[src/design/plob_pkg.sv]
`default_nettype none
// ----------------------------------------------------------------------------
// plob_pkg
// shared constants and controller/datapath handshake structs for the book core
// ----------------------------------------------------------------------------
package plob_pkg;

  localparam int unsigned PRICE_LEVELS = 4096;
  localparam int unsigned IDX_W        = $clog2(PRICE_LEVELS);
  localparam int unsigned LVL_W        = 13;
  localparam int unsigned PRICE_W      = 20;
  localparam int unsigned VOL_W        = 32;
  localparam int unsigned IMB_W        = 16;
  localparam int unsigned DIV_STEPS    = 16;
  localparam int unsigned DCNT_W       = 5;

  localparam logic [LVL_W-1:0] NO_ASK = LVL_W'(PRICE_LEVELS);
  localparam logic [LVL_W-1:0] TOP_LVL = LVL_W'(PRICE_LEVELS - 1);

  localparam logic FUNC_ADD = 1'b0;
  localparam logic FUNC_REM = 1'b1;
  localparam logic SIDE_BID = 1'b0;
  localparam logic SIDE_ASK = 1'b1;

  typedef struct packed {
    logic clr;        // write zero at clear counter
    logic latch;      // capture input item
    logic lvl_rd;     // read addressed level
    logic upd;        // write new level volume, move best
    logic scan_rd;    // read level at scan cursor
    logic scan_step;  // step cursor if level empty
    logic top_rd;     // read both best levels
    logic sizes;      // capture sizes, set up divide
    logic div_step;   // one quotient bit
  } cmd_t;

  typedef struct packed {
    logic clr_last;
    logic oor;
    logic scan_more;
    logic scan_done;
    logic need_div;
    logic div_last;
  } sts_t;

endpackage
`default_nettype wire

[src/design/plob_ctrl.sv]
`default_nettype none
// ----------------------------------------------------------------------------
// plob_ctrl
// sequencer for clear pass, level update, best-level scan and divide
// ----------------------------------------------------------------------------
module plob_ctrl (
  input  wire logic          clk,
  input  wire logic          rst_n,
  input  wire logic          start,
  input  wire plob_pkg::sts_t sts,
  output plob_pkg::cmd_t     cmd,
  output logic               busy,
  output logic               out_valid
);
  import plob_pkg::*;

  localparam logic [3:0] S_CLR      = 4'd0;
  localparam logic [3:0] S_IDLE     = 4'd1;
  localparam logic [3:0] S_LVL_RD   = 4'd2;
  localparam logic [3:0] S_UPD      = 4'd3;
  localparam logic [3:0] S_SCAN_RD  = 4'd4;
  localparam logic [3:0] S_SCAN_CHK = 4'd5;
  localparam logic [3:0] S_TOP_RD   = 4'd6;
  localparam logic [3:0] S_SIZES    = 4'd7;
  localparam logic [3:0] S_DIV      = 4'd8;
  localparam logic [3:0] S_OUT      = 4'd9;

  logic [3:0] state_r, state_nxt;

  always_ff @(posedge clk) begin
    if (!rst_n) begin
      state_r <= S_CLR;
    end else begin
      state_r <= state_nxt;
    end
  end

  always_comb begin
    state_nxt = state_r;
    cmd       = '0;
    case (state_r)
      S_CLR: begin
        cmd.clr = 1'b1;
        if (sts.clr_last) state_nxt = S_IDLE;
      end
      S_IDLE: begin
        if (start) begin
          cmd.latch = 1'b1;
          state_nxt = S_LVL_RD;
        end
      end
      S_LVL_RD: begin
        cmd.lvl_rd = 1'b1;
        state_nxt  = sts.oor ? S_TOP_RD : S_UPD;
      end
      S_UPD: begin
        cmd.upd   = 1'b1;
        state_nxt = sts.scan_more ? S_SCAN_RD : S_TOP_RD;
      end
      S_SCAN_RD: begin
        cmd.scan_rd = 1'b1;
        state_nxt   = S_SCAN_CHK;
      end
      S_SCAN_CHK: begin
        cmd.scan_step = 1'b1;
        state_nxt     = sts.scan_done ? S_TOP_RD : S_SCAN_RD;
      end
      S_TOP_RD: begin
        cmd.top_rd = 1'b1;
        state_nxt  = S_SIZES;
      end
      S_SIZES: begin
        cmd.sizes = 1'b1;
        state_nxt = sts.need_div ? S_DIV : S_OUT;
      end
      S_DIV: begin
        cmd.div_step = 1'b1;
        if (sts.div_last) state_nxt = S_OUT;
      end
      S_OUT: begin
        state_nxt = S_IDLE;
      end
      default: begin
        state_nxt = S_IDLE;
      end
    endcase
  end

  assign busy      = (state_r != S_IDLE);
  assign out_valid = (state_r == S_OUT);

endmodule
`default_nettype wire

[config.mk]
export PLATFORM = sky130hd
export DESIGN_NAME = plob_ctrl
export DESIGN_NICKNAME = d
export VERILOG_FILES = /design/src/design/plob_pkg.sv /design/src/design/plob_ctrl.sv
export SDC_FILE = /design/constraint.sdc
export NUM_CORES = 1
export LEC_CHECK = 0
export ABC_CLOCK_PERIOD_IN_PS = 1500
export BUFFER_PORTS_ARGS = -buffer_cell sky130_fd_sc_hd__buf_2
export CAP_MARGIN = 25
export CORE_AREA = 10 10 47 49
export DETAILED_ROUTE_END_ITERATION = 7
export DIE_AREA = 0 0 57 59
export SLEW_MARGIN = 25
export SYNTH_ARGS = -nofsm -noshare
export SYNTH_HDL_FRONTEND = slang
export SYNTH_SLANG_ARGS = --single-unit
[constraint.sdc]
create_clock -name clk -period 1.5 [get_ports clk]
set_input_delay 0.075 -clock clk [delete_from_list [all_inputs] [get_ports clk]]
set_output_delay 0.075 -clock clk [all_outputs]
set_load 0.05 [all_outputs]
==> impl_results.md <==
* Sequential share of the synthesized area at about a quarter
* Status: completed
* Hold depth at 2
* Worst r2r src: state_r[1]$_SDFFE_PN0P_
* Part of the power in the clock network at between 20% and 30%
* DR iter-0 viols at 2
* Fraction of registers with async set or reset after synthesis at 0%
* Multi-input logic area at 240 um^2
* Worst reg2reg endpoint: state_r[0]$_SDFFE_PN0P_
* Commonest cells after routing, fill and taps aside: buf_2 (15), clkbuf_4 (5)
* Fraction of layout cells with a size suffix above 1 at approximately half
* Place WS at between 0.2 and 0.25 ns
* Critical Path RT at around 1.4 ns
* Worst hold path class: in2reg
* Core area at roughly 1400 um^2
* Diode count at 0
* Ys Warns at 0
* Psw at 0.231 mW
* Cell type with the largest total area after synthesis: dfxtp_1
* Vias in the first global route at about 400
* Yosys reg bits at 4
* Leakage at 0.260 nW
* Period Utilization, post-route at between 90% and 100%
* Final min period at around 1.4 ns
* Area grow syn2layout at 54.7%
* Final Hold Viols at 0
* Syn_nets at 53
* Largest register FFs at 4
* Post-synth EDFFs at 0
* Tot GR Track Use at between 6 and 7%
* Die Y at about 60 um
* Reg power frac at 24.1%
* Synth Cell Area at 334 um^2
* CP max stage delay at between 0.5 and 0.6 ns
* Largest registers: state_r x4
* # setup viols final at 0
* Final Util at roughly 37%
* # fillers at between 100 and 150
* Least-Margin Pin Slew at ~0.26 ns
* CP max FO at 4
* Avg Inst Size Synth at approximately 7.6 um^2
* Slew headroom at ~80%
* CTS tree: done
* Combinational fraction of design power at 51.9%
* Sw frac at 42.9%
* Skew-Pair Late Insertion Delay at approximately 0.23 ns
* NumNets Final at 78
* H-Tree Depth at 1
* Top-area cell type share of the netlist area at 24.0%
* Initial antenna violation count at 0
* Crit-path cells: or4b_1, inv_2, buf_6
* DR vias at a little under 400
* Post-Route WL at between 1000 and 1500 um
* # DRC at 0
* Clock Sinks at 4
* Dpl hpwl at roughly 850 um
* Reg area at about 80 um^2
* Fin Clk Skew at about 0.0008 ns
* Drt wl/cell at roughly 12 um
* Worst setup margin at approximately 0.08 ns
* Max clock buf depth at 2
* Port bufs at 19
* Vias per cell at between 4 and 5
* Gr ovfl total at 0
* Root buf cell: clkbuf_4
* CP Capture Type: primary output
* # rows at 14
* Post-Syn Instances at 44
* Power Density at around 1000 nW/um^2
* Die X at 57 um
* Most common cell after layout, fill and taps aside: buf_2
* R2R Setup Slk at about 0.20 ns
* Worst hold path startpoint: rst_n
* Initial Util at a little under a quarter
* Final GP Congestion at 0.790
* Largest net degree at the start of global routing at 13
* TritonRoute pass-1 iters at 2
* CTS clk-pin slew, worst paths at approximately 0.040 ns
* Hold Crit Endpoint: state_r[3]$_SDFFE_PN0P_
* Io pins at 20
* Startpoint types: flop
* Critical path's slowest cell: or4b_1
* First-pass GRT wire length at between 1500 and 2000 um
* Critical Setup Path Class: reg2out
* Max IR drop VDD at ~630 uV
* Reg with most FFs: state_r
* Top cells by area, synth: dfxtp_1 (24%), nand2b_1 (7.5%), nor3_1 (6.0%)
* Synth unique cells at 25
* Worst hold margin at 0.112 ns
* CP arrival at between 1 and 1.5 ns
* Total CTS buffers at 3
* Setup TNS at 0 ns
* Fmax at 704 MHz
* Dominant synthesized flop cell: dfxtp_1
* CTS Hold Bufs at 0
* Die area at approximately 3400 um^2
* Max-slew violation count at 0
* Final ANT Viol Nets at 0
* Internal power at approximately 0.3 mW
* R2R depth at 3
* Max Cap Viol at 0
-- Yosys cell counts (2+ instances only) --
library cell  instances
dfxtp_1               4
nor3_1                4
buf_4                 2
nor2_1                5
inv_1                 3
o21a_1                2
a21oi_1               2
nand2_1               2
nand2b_1              4
-- worst max-delay path: cells and delay by family (launching register included) --
family                 cells  cell delay, ns
DFF                        1            0.32
and+or+nand+nor            1            0.56
buffers and inverters      2            0.24
-- power by group through the flow --
stage / logic, mW / registers [mW] / clock network [mW]
floorplan: 0.208 / 0.131 / 0
global placement: 0.267 / 0.132 / 0
detailed placement: 0.269 / 0.132 / 0
CTS: 0.275 / 0.130 / 0.135
global route: 0.303 / 0.134 / 0.147
finish: 0.280 / 0.130 / 0.129
-- kinds of logic after synthesis --
family                 after synthesis  synth area share, %
AOI/OAI and AO/OA                   10                 23.6
buffers and inverters                6                 9.36
DFF                                  4                 24.0
muxes                                1                 4.49
and+or+nand+nor                     23                 38.6
-- final cells by class --
type	count	area share, %
Inverter	3	2.18
Tap cell	16	3.87
Timing Repair Buffer	23	27.6
Multi-Input combinational cell	34	46.5
Clock buffer	3	4.36
Sequential cell	4	15.5
-- stage by stage --
step | total power [mW] | instances | instance area, um^2
floorplan | 0.339 | 44 | 352
global placement | 0.399 | 80 | 477
detailed placement | 0.400 | 80 | 477
CTS | 0.540 | 83 | 504
global route | 0.584 | 83 | 517
finish | 0.539 | 83 | 517
-- metal layers --
| layer | vias up | track usage [%] | wire length (um) |
|---|---|---|---|
| li1 | 209 | - | - |
| met1 | 175 | 7.26 | 476 |
| met2 | 11 | 9.46 | 470 |
| met3 | 0 | 2.58 | 83 |
| met4 | 0 | 4.03 | 0 |
| met5 | - | 0 | 0 |
-- worst max-delay path by stage --
stage | from | to | slack, ns | depth (start not counted)
2_1_floorplan | state_r[3]$_SDFFE_PN0P_ | state_r[3]$_SDFFE_PN0P_ | 0.04 | 3
3_3_place_gp | state_r[0]$_SDFFE_PN0P_ | state_r[0]$_SDFFE_PN0P_ | 0.23 | 3
3_5_place_dp | state_r[1]$_SDFFE_PN0P_ | state_r[0]$_SDFFE_PN0P_ | 0.22 | 3
4_1_cts | state_r[1]$_SDFFE_PN0P_ | cmd[0] | 0.04 | 3
5_1_grt | state_r[1]$_SDFFE_PN0P_ | cmd[0] | -0.0009 | 3
6_report | state_r[1]$_SDFFE_PN0P_ | cmd[0] | 0.08 | 3
-- what timing repair did --
action	CTS	global route
endpoints found under the setup margin	2	4
buffers inserted	0	0
gates resized for setup	2	5
pin swaps	0	0
Note: power is estimated with default switching activity, not from simulation.
